## src/hw/rtl/dpa_pkg.sv

```systemverilog
`timescale 1ns / 1ps
`default_nettype none
// ----------------------------------------------------------------------------
// dpa_pkg: shared types and constants of the dense polynomial ALU
// Coefficient store geometry, opcodes, register indexes and beat formats.
// ----------------------------------------------------------------------------
package dpa_pkg;

    localparam int MAX_TERMS  = 8;
    localparam int COEF_WIDTH = 16;
    localparam int IDX_W      = (MAX_TERMS > 1) ? $clog2(MAX_TERMS) : 1;
    localparam int DEG_W      = 3;
    localparam int OPC_W      = 3;
    localparam int TIDX_W     = 3;
    localparam int CIN_W      = 16;
    localparam int RES_W      = 32;
    localparam int EXP_W      = 4;
    localparam int REG_IDX_W  = 1;

    localparam logic [REG_IDX_W-1:0] REG_DEGREE_A = 1'b0;
    localparam logic [REG_IDX_W-1:0] REG_DEGREE_B = 1'b1;

    typedef enum logic [OPC_W-1:0] {
        OP_LOAD_A = 3'd0,
        OP_LOAD_B = 3'd1,
        OP_ADD    = 3'd2,
        OP_SUB    = 3'd3,
        OP_MUL    = 3'd4
    } opcode_t;

    typedef struct packed {
        logic [OPC_W-1:0]         opcode;
        logic [TIDX_W-1:0]        term_index;
        logic signed [CIN_W-1:0]  coefficient_in;
    } in_item_t;

    typedef struct packed {
        logic signed [RES_W-1:0]  coefficient_out;
        logic [EXP_W-1:0]         exponent_out;
        logic                     last_term;
    } out_item_t;

    typedef struct packed {
        logic             valid;
        opcode_t          op;
        logic             a_en;
        logic             b_en;
        logic [EXP_W-1:0] exponent;
        logic             last;
    } term_ctrl_t;

endpackage : dpa_pkg
`default_nettype wire

```

## src/hw/rtl/dpa_coef_store.sv

```systemverilog
`timescale 1ns / 1ps
`default_nettype none
// ----------------------------------------------------------------------------
// dpa_coef_store: coefficient stores of polynomials A and B
// One write port shared by both stores, one read port per store.
// ----------------------------------------------------------------------------
module dpa_coef_store
    import dpa_pkg::*;
(
    input  wire logic                         aclk,
    input  wire logic                         wr_en,
    input  wire logic                         wr_sel_b,
    input  wire logic [IDX_W-1:0]             wr_addr,
    input  wire logic signed [COEF_WIDTH-1:0] wr_data,
    input  wire logic [IDX_W-1:0]             rd_addr_a,
    input  wire logic [IDX_W-1:0]             rd_addr_b,
    output logic signed [COEF_WIDTH-1:0]      rd_data_a,
    output logic signed [COEF_WIDTH-1:0]      rd_data_b
);

    logic signed [COEF_WIDTH-1:0] store_a_reg [MAX_TERMS];
    logic signed [COEF_WIDTH-1:0] store_b_reg [MAX_TERMS];

    always_ff @(posedge aclk) begin
        if (wr_en && !wr_sel_b) begin
            store_a_reg[wr_addr] <= wr_data;
        end
        if (wr_en && wr_sel_b) begin
            store_b_reg[wr_addr] <= wr_data;
        end
    end

    assign rd_data_a = store_a_reg[rd_addr_a];
    assign rd_data_b = store_b_reg[rd_addr_b];

endmodule : dpa_coef_store
`default_nettype wire

```

## config.mk

```make
export PLATFORM = sky130hd
export DESIGN_NAME = dpa_coef_store
export DESIGN_NICKNAME = d
export VERILOG_FILES = /design/src/hw/rtl/dpa_pkg.sv /design/src/hw/rtl/dpa_coef_store.sv
export SDC_FILE = /design/constraint.sdc
export NUM_CORES = 1
export LEC_CHECK = 0
export BUFFER_PORTS_ARGS = -buffer_cell sky130_fd_sc_hd__buf_2
export CAP_MARGIN = 20
export CORE_MARGIN = 10
export CORE_UTILIZATION = 54
export DETAILED_ROUTE_END_ITERATION = 12
export PLACE_DENSITY = 0.75
export SLEW_MARGIN = 15
export SYNTH_ARGS = -nofsm -noshare
export SYNTH_HDL_FRONTEND = slang
export SYNTH_SLANG_ARGS = --single-unit
```

## constraint.sdc

```tcl
create_clock -name aclk -period 2.2 [get_ports aclk]
set_input_delay 0.11 -clock aclk [delete_from_list [all_inputs] [get_ports aclk]]
set_output_delay 0.11 -clock aclk [all_outputs]
set_load 0.05 [all_outputs]
```

### Word-level counts from Yosys, hierarchy flattened

Memories as Yosys holds them, arrays and structs flattened.
Cells that the tools add are included.

* bits in registers: 0
* RAM bits: 256
* bits of input ports: 28
* output and inout port bits: 32
* word-level logic and storage cells: 9
* memories: 2

* muxes and demuxes: 4
* reduce and logical (&&, ||, !) cells: 3

Memories
* store_a_reg: words 8, width 16, rd ports 1, clocked after Yosys merged registers in 0, wr ports 1, line dpa_coef_store.sv:21 `logic signed [COEF_WIDTH-1:0] store_a_reg [MAX_TERMS];`
* store_b_reg: words 8, width 16, rd ports 1, clocked after Yosys merged registers in 0, wr ports 1, line dpa_coef_store.sv:22 `logic signed [COEF_WIDTH-1:0] store_b_reg [MAX_TERMS];`

Operators by type and width (number)
* 1-bit 2-to-1 mux: 4
* 1-bit logical AND: 2
* 1-bit zero test: 1

### Longest topological paths before layout

* word-level depth: 4
* gate-level depth with buffers: 4
* gate-level depth less buffers: 2

### Least setup slack after synthesis

No wires, ideal clock.

* path type: input to register
* start point: in wr_addr[0]
* end point: mem store_a_reg[0][0], enable pin
* arrival time: 1757 ps
* data required time: 1791 ps
* slack: 34 ps
* stages on the path: 2
* buffers on the path: 0
* cell sequence: or3b_2 -> nor3_1

RTL lines
* start: declaration: line dpa_coef_store.sv:13 `input wire logic [IDX_W-1:0] wr_addr,`
* end: declaration: line dpa_coef_store.sv:21

No word-level cell before the write port.

### Worst setup path after layout

* start point: mem store_b_reg[4][13]
* end point: out rd_data_b[13]

* word-level cells in the longest chain between the ends: 1

RTL lines
* start: declaration: line dpa_coef_store.sv:22
* memory 8 x 16 bit
* end: declaration: line dpa_coef_store.sv:18 `output logic signed [COEF_WIDTH-1:0] rd_data_b`

No other way between the ends.

==> flow_summary.toml <==
[cts]
cts_setup_buffers = 0
h-tree-depth = 1
clk_pin_slew_ps = 60
cts_sinks = 256
ctsHoldBuffers = 16
post_cts_resized = 0
cts-root-buf = "clkbuf_16"
cts-buffers-inserted = 24
cts_buffer_depth = 3
cts_tree = "yes"

[setup_path]
critical_path_class = "register to output pin"
start_kind = "register"
cp.required_ps = 2090
crit_arrival_ps = 1940
critical_path.max_fanout = 1
endpoint_kind = "output pin"

[detailed_routing]
routedWlPerCell_um = 24.9
wirelength_um = 18500
first_pass_iters = 4
postRouteAntennaNets = 0
route.detailed.drc = 0
first_iter_violations = 331
viasPerCell = 5.81
vias = 4320

[logic_synthesis]
synthCells = 393
synth_nets = 421
yosys.area.top_type_share = 0.773
synth_area_leaders = "edfxtp_1, mux4_1, mux2_2"
synth.most_common_cell = "edfxtp_1"
synth_seq_area_share = 0.773
yosys_warnings = 0
ys.flop_type = "edfxtp_1"
ys_ff_latch = 256
synth_largest_area_cell = "edfxtp_1"
yosysUniqueCellTypes = 14
synth_commonest_cells = "edfxtp_1, mux4_1, mux2_2"
syn_area_per_cell_um2 = 25.3
synth_edf_count = 256
netlist_area_um2 = 9940
async_reset_ff_frac = 0

[grt]
grt_pass1_wl_um = 28300
overflow = 0
grt_use_total = 0.154
grt_antenna_before_repair = 0
grt_pass1_vias = 4621
grt_max_degree = 33

[floorplan]
dieArea_um2 = 24200
core_um2 = 18000
die_y_um = 156
num_rows = 49
initial_core_util = 0.551
num_io_pins = 60
die_x_um = 156

[min_path]
min-delay-start = "wr_addr[1]"
hold_path_end = "store_b_reg[0][0]"
hold_path_class = "input port to register"
holdPathStages = 3

[sta]
timing.hold.ws_ps = 257
finalCritPeriodShare = 0.931
hold_viol = 0
slew_headroom = 0.680
finalCriticalPeriod_ps = 2050
fmax_ghz = 0.488
drv_slew = 0
fin_ws_ps = 151
setup_tns_ps = 0
max_slew.worst_pin.slew_ps = 479
setup-violations-final = 0
rsz0062_at_grt = "no"

[place]
place_ws_ps = 373
io_buffers = 59
gp_congestion = 0.720
dp_hpwl_um = 10400

[power_and_ir_drop]
leakage_uw = 0.00393
vdd_drop_max_mv = 0.549
power_density_nw_per_um2 = 890

[layout]
post-route-util = 0.642
diodes = 0
area_growth_pct = 16.5
drive_gt1_frac = 0.313
nets = 525

[status]
status = "finished clean"

[flow_run]
maxCapViolations = 0
final cells by class:
class                      instances  area (um^2)
clock inverter                    13          140
tap                              229          287
timing repair buffer              96          676
sequential                       256         7690
clock buffer                      31          648
fill                            1155         6440
multi-input combinational        119         2140
worst max-delay path: stages, from the launching register on:
cell and delay (ps):
edfxtp_1 390, mux4_1 550, mux2_2 290, buf_2 210
report_power, final:
| group | leakage [uW] | internal [uW] | switching, uW |
|---|---|---|---|
| Combinational | 0.00123 | 266 | 467 |
| Sequential | 0.00231 | 5470 | 20.2 |
| Clock | 0.000388 | 2430 | 1650 |
| Total | 0.00393 | 8160 | 2140 |
kinds of logic (layout without fill, tap and decap cells):
| kind of cell | after synthesis | in the layout | share of synthesized area |
|---|---|---|---|
| and+or+nand+nor | 23 | 23 | 0.0111 |
| DFF | 256 | 256 | 0.773 |
| muxes | 96 | 96 | 0.202 |
| buffers and inverters | 18 | 140 | 0.0131 |
placed cells by master, fill, tap and decap left out, types with 5 or more instances in the layout:
| cell | n |
|---|---|
| clkbuf_1 | 6 |
| dlygate4sd3_1 | 16 |
| mux2_2 | 32 |
| mux4_1 | 56 |
| clkinv_2 | 7 |
| buf_12 | 5 |
| clkbuf_16 | 25 |
| mux4_2 | 8 |
| edfxtp_1 | 256 |
| nor2_1 | 12 |
| buf_4 | 16 |
| buf_2 | 59 |
worst max-delay path by stage:
stage | depth (start not counted) | slack (ps) | from | endpoint
6_report | 3 | 150 | store_b_reg[4][13] | rd_data_b[13]
3_5_place_dp | 5 | 370 | rd_addr_a[0] | rd_data_a[4]
3_3_place_gp | 5 | 410 | rd_addr_a[0] | rd_data_a[4]
2_1_floorplan | 2 | 30 | wr_addr[0] | store_a_reg[0][0]
5_1_grt | 3 | 90 | store_a_reg[3][8] | rd_data_a[8]
4_1_cts | 3 | 120 | store_b_reg[4][13] | rd_data_b[13]
metal layers:
metal  up-vias  part of all wire  wire [um]  global-route usage
li1       1944                 -          -                   -
met1      2235              0.41       7600               0.201
met2       130              0.52       9630               0.260
met3        11             0.058       1080              0.0289
met4         0            0.0099        183              0.0432
met5         -                 0          0                   0
metrics by stage:
| step | instances | cell area, um^2 | total power, uW |
|---|---|---|---|
| after CTS | 744 | 11600 | 10400 |
| after global placement | 684 | 10600 | 6290 |
| after detailed placement | 684 | 10600 | 6310 |
| final | 744 | 11600 | 10300 |
| after floorplan | 393 | 9940 | 6070 |
| after global routing | 744 | 11600 | 10600 |
No activity file was read; power rests on OpenSTA's default activity.
