==> src/hw/rtl/dpa_pkg.sv <==
`timescale 1ns / 1ps
`default_nettype none
// ----------------------------------------------------------------------------
// dpa_pkg: shared types and constants of the dense polynomial ALU
// Coefficient store geometry, opcodes, register indexes and beat formats.
// ----------------------------------------------------------------------------
package dpa_pkg;

    localparam int MAX_TERMS  = 8;
    localparam int COEF_WIDTH = 16;
    localparam int IDX_W      = (MAX_TERMS > 1) ? $clog2(MAX_TERMS) : 1;
    localparam int DEG_W      = 3;
    localparam int OPC_W      = 3;
    localparam int TIDX_W     = 3;
    localparam int CIN_W      = 16;
    localparam int RES_W      = 32;
    localparam int EXP_W      = 4;
    localparam int REG_IDX_W  = 1;

    localparam logic [REG_IDX_W-1:0] REG_DEGREE_A = 1'b0;
    localparam logic [REG_IDX_W-1:0] REG_DEGREE_B = 1'b1;

    typedef enum logic [OPC_W-1:0] {
        OP_LOAD_A = 3'd0,
        OP_LOAD_B = 3'd1,
        OP_ADD    = 3'd2,
        OP_SUB    = 3'd3,
        OP_MUL    = 3'd4
    } opcode_t;

    typedef struct packed {
        logic [OPC_W-1:0]         opcode;
        logic [TIDX_W-1:0]        term_index;
        logic signed [CIN_W-1:0]  coefficient_in;
    } in_item_t;

    typedef struct packed {
        logic signed [RES_W-1:0]  coefficient_out;
        logic [EXP_W-1:0]         exponent_out;
        logic                     last_term;
    } out_item_t;

    typedef struct packed {
        logic             valid;
        opcode_t          op;
        logic             a_en;
        logic             b_en;
        logic [EXP_W-1:0] exponent;
        logic             last;
    } term_ctrl_t;

endpackage : dpa_pkg
`default_nettype wire

==> src/hw/rtl/dpa_sequencer.sv <==
`timescale 1ns / 1ps
`default_nettype none
// ----------------------------------------------------------------------------
// dpa_sequencer: term sequencer of the dense polynomial ALU
// Steps the exponent counters of a command and issues one term per slot.
// ----------------------------------------------------------------------------
module dpa_sequencer
    import dpa_pkg::*;
(
    input  wire logic             aclk,
    input  wire logic             aresetn,
    input  wire logic             start,
    input  wire opcode_t          start_op,
    input  wire logic [DEG_W-1:0] degree_a,
    input  wire logic [DEG_W-1:0] degree_b,
    input  wire logic             advance,
    output logic                  busy,
    output logic [IDX_W-1:0]      outer_idx,
    output logic [IDX_W-1:0]      inner_idx,
    output term_ctrl_t            ctrl
);

    typedef enum logic [1:0] {
        ST_IDLE = 2'b01,
        ST_RUN  = 2'b10
    } state_t;

    state_t           state_reg, state_next;
    opcode_t          op_reg, op_next;
    logic [IDX_W-1:0] outer_reg, outer_next;
    logic [IDX_W-1:0] inner_reg, inner_next;
    logic [IDX_W-1:0] da, db, top;
    logic             last;

    always_comb begin
        if (DEG_W'(MAX_TERMS - 1) < degree_a) begin
            da = IDX_W'(MAX_TERMS - 1);
        end else begin
            da = degree_a[IDX_W-1:0];
        end
        if (DEG_W'(MAX_TERMS - 1) < degree_b) begin
            db = IDX_W'(MAX_TERMS - 1);
        end else begin
            db = degree_b[IDX_W-1:0];
        end
        top = (da > db) ? da : db;
    end

    always_comb begin
        ctrl.valid    = 1'b0;
        ctrl.op       = op_reg;
        ctrl.a_en     = 1'b1;
        ctrl.b_en     = 1'b1;
        ctrl.exponent = EXP_W'(outer_reg);
        last          = 1'b0;
        state_next    = state_reg;
        op_next       = op_reg;
        outer_next    = outer_reg;
        inner_next    = inner_reg;

        if (op_reg == OP_MUL) begin
            ctrl.exponent = EXP_W'(outer_reg) + EXP_W'(inner_reg);
            last          = (outer_reg == da) && (inner_reg == db);
        end else begin
            ctrl.a_en = (outer_reg <= da);
            ctrl.b_en = (outer_reg <= db);
            last      = (outer_reg == top);
        end
        ctrl.last = last;

        unique case (state_reg)
            ST_IDLE: begin
                if (start) begin
                    state_next = ST_RUN;
                    op_next    = start_op;
                    outer_next = '0;
                    inner_next = '0;
                end
            end
            ST_RUN: begin
                if (advance) begin
                    ctrl.valid = 1'b1;
                    if (last) begin
                        state_next = ST_IDLE;
                        outer_next = '0;
                        inner_next = '0;
                    end else if (op_reg == OP_MUL) begin
                        if (inner_reg == db) begin
                            inner_next = '0;
                            outer_next = outer_reg + 1'b1;
                        end else begin
                            inner_next = inner_reg + 1'b1;
                        end
                    end else begin
                        outer_next = outer_reg + 1'b1;
                    end
                end
            end
            default: begin
                state_next = ST_IDLE;
            end
        endcase
    end

    always_ff @(posedge aclk) begin
        if (!aresetn) begin
            state_reg <= ST_IDLE;
            op_reg    <= OP_ADD;
            outer_reg <= '0;
            inner_reg <= '0;
        end else begin
            state_reg <= state_next;
            op_reg    <= op_next;
            outer_reg <= outer_next;
            inner_reg <= inner_next;
        end
    end

    assign busy      = (state_reg != ST_IDLE);
    assign outer_idx = outer_reg;
    assign inner_idx = (op_reg == OP_MUL) ? inner_reg : outer_reg;

endmodule : dpa_sequencer
`default_nettype wire

==> config.mk <==
export PLATFORM = sky130hd
export DESIGN_NAME = dpa_sequencer
export DESIGN_NICKNAME = d
export VERILOG_FILES = /design/src/hw/rtl/dpa_pkg.sv /design/src/hw/rtl/dpa_sequencer.sv
export SDC_FILE = /design/constraint.sdc
export NUM_CORES = 1
export LEC_CHECK = 0
export BUFFER_PORTS_ARGS = -buffer_cell sky130_fd_sc_hd__clkbuf_2
export CORE_ASPECT_RATIO = 0.75
export CORE_MARGIN = 8
export CORE_UTILIZATION = 45
export CTS_BUF_LIST = sky130_fd_sc_hd__clkbuf_2
export CTS_CLUSTER_DIAMETER = 80
export DETAILED_ROUTE_END_ITERATION = 8
export PLACE_DENSITY_LB_ADDON = 0.08
export SETUP_SLACK_MARGIN = 0.3
export SYNTH_ARGS = -nofsm -noshare
export SYNTH_HDL_FRONTEND = slang
export SYNTH_SLANG_ARGS = --single-unit
export TNS_END_PERCENT = 10
==> constraint.sdc <==
create_clock -name aclk -period 3.81 [get_ports aclk]
set_input_delay 0 -clock aclk [delete_from_list [all_inputs] [get_ports aclk]]
set_output_delay 0 -clock aclk [all_outputs]
set_load 0.05 [all_outputs]
# Word-level counts from Yosys, hierarchy flattened
# Index checks and enable logic that the tools add are counted.
[word_totals]
inputBits = 13
elab_cells = 54
output_inout_bits = 18
register_bits = 11
[classes]
n_eq_ne = 12
n_lt_le_gt_ge = 5
add_sub_neg = 3
n_reduce_logical = 6
muxes = 24
[op_table]
columns = ["operator", "n"]
rows = [
  ["$mux W3", 13],
  ["$pmux W3 S2", 2],
  ["$eq A3 B3 Y1", 3],
  ["$mux W2", 4],
  ["$reduce_and A4 Y1", 2],
  ["$add A3 B1 Y3 const B", 2],
  ["$le A3 B3 Y1", 2],
  ["$lt A3 B3 Y1 const A", 2],
  ["$ne A2 B2 Y1 const B", 3],
  ["$add A3 B3 Y4", 1],
  ["$mux W4", 1],
  ["$ne A4 B4 Y1 const B", 1],
  ["$pmux W2 S2", 1],
  ["$eq A3 B3 Y1 const B", 1],
  ["$gt A3 B3 Y1", 1],
  ["$mux W1", 3],
  ["$ne A3 B3 Y1 const B", 1],
  ["$reduce_and A3 Y1", 1],
  ["$eq A2 B1 Y1 const B", 1],
  ["$eq A2 B2 Y1 const B", 1],
  ["$ne A2 B1 Y1 const B", 1],
  ["$reduce_and A2 Y1", 1],
  ["$reduce_bool A2 Y1", 1],
  ["$logic_and A1 B1 Y1", 1],
]

# Depth between registers and ports, before layout
# Gate-level depths: netlist (run 1).
[logic_depth]
ltp_word = 9
depth_mapped = 9
ltp_nobuf = 9

# Worst setup path before layout (run 1)
# No wires, ideal clock.
[synth_timing]
path_kind = "flip-flop to output port"
startpoint = "register outer_reg[1] (netlist: outer_idx[1])"
endpoint = "output port ctrl[3] in the netlist's numbering"
stages_incl_launch_ff = 5
required_time_ns = 3.810
setup_slack_ns = 1.182
n_path_buf = 0
t_arrival_ns = 2.628
path_cell_list = "dfxtp_1 -> inv_1 -> fa_1 -> xor2_1 -> o21ai_0"
[synth_lines]
columns = ["item", "line_no", "source"]
rows = [
  ["from (decl)", "dpa_sequencer.sv:30", "logic [IDX_W-1:0] outer_reg, outer_next;"],
  ["from (signal assigned)", "dpa_sequencer.sv:114", "outer_reg <= outer_next;"],
  ["to (decl)", "dpa_sequencer.sv:20", "output term_ctrl_t ctrl"],
]

==> run_results.csv, run 1 <==
group,metric,value,unit
floorplanning,die_h,59.9,um
timing,fin_skew,0.0124,ns
clock_tree,cts_sinks,11,
layout,layout.nets,217,
worst_setup_path,rrSetupSlack,1.74,ns
route,wl_met2,1280,um
clock_tree,clk_latency,0.27,ns
floorplanning,core,2520,um2
worst_setup_path,worstPathArrival,2.10,ns
floorplanning,die_w,74.6,um
power_and_ir_drop,p_comb_share,60.3,%
clock_tree,cts_buffer_depth,2,
worst_setup_path,crit_type,"reg2out",
power_and_ir_drop,p_clk_share,12.7,%
layout,nFillCells,268,
synth,synth_flop_cell,"dfxtp_1",
clock_tree,postCtsSetupBuffers,0,
synth,synthCells,151,
worst_setup_path,worst_setup_path_start_kind,"flip-flop",
grt,antenna_found_initial,0,
worst_setup_path,crit_path_end_kind,"output pin",
synth,synth-edff-count,0,
power_and_ir_drop,total_power,0.000546,W
worst_setup_path,critPathMaxFanout,10,
power_and_ir_drop,power_density,392,nW/um2
layout,syn_to_final_growth,20.4,%
timing,period_share,55.0,%
placement,dp_hpwl,2430,um
timing,fmax,0.477,GHz
clock_tree,cts_root_buf,"clkbuf_2",
job,cap_violations,0,
clock_tree,cts_max_level,1,
worst_setup_path,r2r_start,"outer_idx[1]",
worst_setup_path,startpoint,"outer_idx[1]",
worst_setup_path,worstPathRequired,3.81,ns
route,met1Wirelength,1430,um
grt,grt_pass1_wl,4920,um
placement,io_buffer_count,30,
grt,track_usage,13.8,%
worst_setup_path,r2r-end,"outer_idx[1]",
layout,diodes,0,
synth,synth.area.top_cells,"dfxtp_1 (19%), ha_1 (17%), nand2_1 (8.4%)",
route,drtAntennaViolNets,0,
route,finalWirelength,2940,um
min_path,holdPathStages,3,
timing,hold_violations,0,
route,met3RoutedLength,222,um
floorplanning,rows,16,
power_and_ir_drop,swShare,51.5,%
worst_setup_path,r2r_cells,6,
route,drtPass1Iterations,4,
timing,maxSlewViolCount,0,
timing,fin_hold_ws,0.0417,ns
timing,period_needed,2.10,ns
synth,yosysWarnings,0,
synth,syn_area,1160,um2
power_and_ir_drop,seq_power_share,27.0,%
clock_tree,tritoncts,"built",
power_and_ir_drop,power.switching,0.000282,W
route,top_layer,"met4",
floorplanning,start_util,45.9,%
timing,rsz0062_at_grt,"false",
route,vias,1169,
min_path,hold_end,"op_reg[0]",
layout,post-route-util,55.3,%
floorplanning,dieArea,4470,um2
synth,synth_seq_area_share,19.0,%
floorplanning,ios,31,
clock_tree,cts-buffers-inserted,3,
synth,synth_common_cells,"nand2_1 (26), ha_1 (16), inv_1 (14)",
power_and_ir_drop,cellLeakagePower,0.695,nW
synth,ys_seq_elements,11,
synth,synth_cell_type_count,40,
min_path,min_path_type,"in2reg",
route,drc,0,
timing,tns,0,ns
synth,post-synth-top-count-cell,"nand2_1",
synth,synth_top_area_share,19.0,%
status,status,"finished clean",
placement,gp_congestion,0.848,
layout,drive_above_1_share,23.7,%
synth,synth_nets,181,
synth,synth_top_area_cell,"dfxtp_1",
timing,tightest_slew,0.499,ns
synth,async_flop_share,0,%
route,drtIter0Drc,45,
grt,grt-ovfl-total,0,
power_and_ir_drop,p_int,0.000265,W
timing,setup_viol,0,
grt,grt_start_max_net_pins,13,
min_path,worstHoldStart,"start",
synth,syn_area_per_cell,7.67,um2
route,post_drt_via_cell_ratio,5.27,
power_and_ir_drop,ir_drop,0.000170,V
clock_tree,path_clk_slew,0.12,ns
timing,slew_headroom,66.5,%
grt,grt_pass1_vias,1034,
route,wl_per_cell,13.2,um
worst max path at each step:
stage / end / slack (ns)
finish: ctrl[3] / 1.71
global route: ctrl[3] / 1.60
global placement: outer_idx[1] / 1.86
CTS: ctrl[3] / 1.71
detailed placement: outer_idx[1] / 1.81
floorplan: ctrl[3] / 1.18
per-stage QoR:
step	cells	cell area, um2	setup slack, ns
6_report	222	1400	1.71
3_5_place_dp	214	1340	1.81
4_1_cts	222	1400	1.71
5_1_grt	222	1400	1.60
3_3_place_gp	214	1340	1.86
2_1_floorplan	151	1160	1.18
cell families (layout without fill, tap and decap cells):
kind of cell             after synthesis  in the layout  synth area share (%)
AND/OR/NAND/NOR                       61             61                  27.3
AO/OA/AOI/OAI                         39             39                  24.8
XOR/XNOR                               4              4                  3.02
buffers and inverters                 19             54                  6.80
adder cells (fa/ha/maj)               17             17                  19.0
flip-flops                            11             11                  19.0
layout by cell type, fill, tap and decap left out, drive strengths merged, types with 5 or more instances in the layout:
cell type   n
a21oi       7
a211oi      5
clkbuf     34
o21ai       7
a31oi       6
inv        15
nand3       7
nor2       11
dfxtp      11
ha         16
nand2      26
power by group through the flow:
stage               registers, W  logic [W]  clock network [W]
finish                  0.000147   0.000330          0.0000694
global route            0.000150   0.000359          0.0000770
CTS                     0.000147   0.000329          0.0000708
detailed placement      0.000150   0.000321                  0
global placement        0.000148   0.000317                  0
floorplan               0.000172   0.000232                  0
worst max-delay path: stages (launching register included):
cell and delay (ns):
dfxtp_1 0.60, inv_1 0.17, fa_1 0.46, xor2_1 0.15
o21ai_0 0.14, clkbuf_2 0.30
routing by layer:
metal,global-route usage (%),vias up
met5,0,-
met4,2.50,0
met3,4.02,2
met2,19.6,36
met1,19.8,528
li1,-,603
cell type report:
cell class,instances,area [um2],area share (%)
clock buffers,4,20.0,1.43
inverters,16,60.1,4.30
multi-input cells,121,860,61.6
flip-flops and latches,11,220,15.8
well taps,36,45.0,3.23
repair buffers,34,190,13.6
repair_timing:
item / 4_1_cts / 5_1_grt
endpoints found under the hold margin: 4 / 0
hold buffers: 4 / 0
gates resized for setup: 0 / 0
Power figures use the tool's default switching activity.
==> inputs of run 2 (changes only) <==
==> constraint.sdc (replaced) <==
create_clock -name aclk -period 1.8 [get_ports aclk]
set_input_delay 0 -clock aclk [delete_from_list [all_inputs] [get_ports aclk]]
set_output_delay 0 -clock aclk [all_outputs]
set_load 0.05 [all_outputs]
==> run 2 against run 1 <==
Effect of this change:
- wire length up 19%
- combinational power grew to 2.8 times the previous value
- die area did not move
- critical path type unchanged
- hold slack gained 0.0067 ns
- critical path depth increased by 1
- clock skew shrank 0.0069 ns
- sequential share of layout area fell by 2.2 points
- final cell count up 6.3%
- first-iteration DRC count up 40%
- highest routed layer unchanged
==> run_results.csv, run 2 (synthesis gave the netlist of run 1 again) <==
group,metric,value,unit
worst_setup_path,startpoint,"outer_idx[0]",
layout,syn_to_final_growth,53.1,%
clock_tree,path_clk_slew,0.11,ns
floorplanning,rows,16,
clock_tree,cts_sinks,11,
layout,drive_above_1_share,48.5,%
timing,period_needed,1.69,ns
grt,grt_pass1_wl,5600,um
floorplanning,ios,31,
timing,fin_skew,0.00551,ns
worst_setup_path,worst_setup_path_start_kind,"flip-flop",
timing,rsz0062_at_grt,"true",
grt,grt-ovfl-total,0,
layout,post-route-util,70.3,%
placement,dp_hpwl,2690,um
layout,layout.nets,231,
route,drtAntennaViolNets,0,
job,cap_violations,0,
power_and_ir_drop,power_density,782,nW/um2
route,top_layer,"met4",
route,drtPass1Iterations,4,
clock_tree,cts_root_buf,"clkbuf_2",
timing,tns,0,ns
clock_tree,cts_max_level,1,
route,drtIter0Drc,63,
timing,setup_viol,0,
worst_setup_path,r2r_start,"inner_reg[1]",
floorplanning,die_w,74.6,um
layout,diodes,0,
min_path,worstHoldStart,"start",
worst_setup_path,critPathMaxFanout,6,
grt,track_usage,16.2,%
power_and_ir_drop,ir_drop,0.000511,V
layout,final_cell_mix,"clkbuf_2 (28), nand2_1 (25), buf_4 (14), inv_1 (9), ha_1 (9)",
status,status,"finished clean",
timing,setup_ws,0.110,ns
worst_setup_path,crit_path_end_kind,"output pin",
route,post_drt_via_cell_ratio,5.31,
timing,slew_headroom,79.0,%
floorplanning,start_util,45.9,%
worst_setup_path,worstPathArrival,1.69,ns
timing,maxSlewViolCount,0,
route,finalWirelength,3490,um
floorplanning,core,2520,um2
route,met3RoutedLength,169,um
clock_tree,clk_latency,0.27,ns
route,wl_per_cell,14.8,um
timing,tightest_slew,0.313,ns
placement,io_buffer_count,30,
timing,period_share,93.9,%
layout,layout_commonest_cell,"clkbuf_2",
clock_tree,cts_buffer_depth,2,
grt,antenna_found_initial,0,
clock_tree,cts-buffers-inserted,3,
route,drc,0,
timing,fmax,0.592,GHz
placement,gp_congestion,0.836,
route,wl_met2,1730,um
floorplanning,dieArea,4470,um2
placement,pre_cts_slack,0.00155,ns
grt,grt_start_max_net_pins,11,
worst_setup_path,worstPathRequired,1.80,ns
min_path,min_path_type,"in2reg",
route,met1Wirelength,1590,um
floorplanning,die_h,59.9,um
clock_tree,tritoncts,"built",
timing,hold_violations,0,
worst_setup_path,crit_type,"reg2out",
route,vias,1254,
grt,grt_pass1_vias,1192,
power_and_ir_drop,cellLeakagePower,0.801,nW
run 2: cell type report:
class                      instances  area [um2]
clock buffer                       4        20.0
fill                             212         748
inverter                          16        72.6
multi-input combinational        121        1050
sequential                        11         241
tap                               36        45.0
timing repair buffer              48         342
run 2: per-stage QoR:
| step | cell area, um2 | cells | hold WS (ns) | power [W] |
|---|---|---|---|---|
| after floorplan | 1310 | 151 | 0.0718 | 0.000956 |
| after global placement | 1530 | 220 | 0.213 | 0.00109 |
| after detailed placement | 1530 | 220 | 0.224 | 0.00112 |
| after CTS | 1680 | 233 | 0.0535 | 0.00128 |
| after global routing | 1770 | 236 | 0.0586 | 0.00149 |
| final | 1770 | 236 | 0.0484 | 0.00139 |
run 2: where the power goes:
| part | internal, W | total [W] | leakage (nW) | switching, W |
|---|---|---|---|---|
| logic | 0.000346 | 0.000919 | 0.691 | 0.000574 |
| registers | 0.000283 | 0.000325 | 0.0942 | 0.0000417 |
| clock network | 0.0000590 | 0.000144 | 0.0166 | 0.0000847 |
run 2: what timing repair did:
action | in CTS | in global routing
gates resized for setup | 13 | 20
pin swaps | 0 | 5
buffers inserted | 5 | 3
hold buffers | 4 | 0
hold endpoints to repair | 3 | 0
gates cloned | 0 | 0
endpoints found under the setup margin | 17 | 18
run 2: per-layer routing:
| layer | vias to the layer above | global-route usage (%) |
|---|---|---|
| li1 | 638 | - |
| met1 | 591 | 20.2 |
| met2 | 23 | 27.8 |
| met3 | 2 | 4.19 |
| met4 | 0 | 1.67 |
| met5 | - | 0 |
run 2: final timing paths:
path	slack (ns)	to	cells past startpoint
setup / recovery	0.11	ctrl[3]	6
hold / removal	0.05	op_reg[0]	3
setup reg to reg	0.17	outer_idx[1]	6
hold reg to reg	0.47	op_reg[0]	2
run 2: critical path: stages (launching register included):
cell     delay (ns)
dfxtp_4        0.43
ha_4           0.15
inv_1          0.05
fa_2           0.33
xor2_1         0.17
o21ai_4        0.14
buf_8          0.16
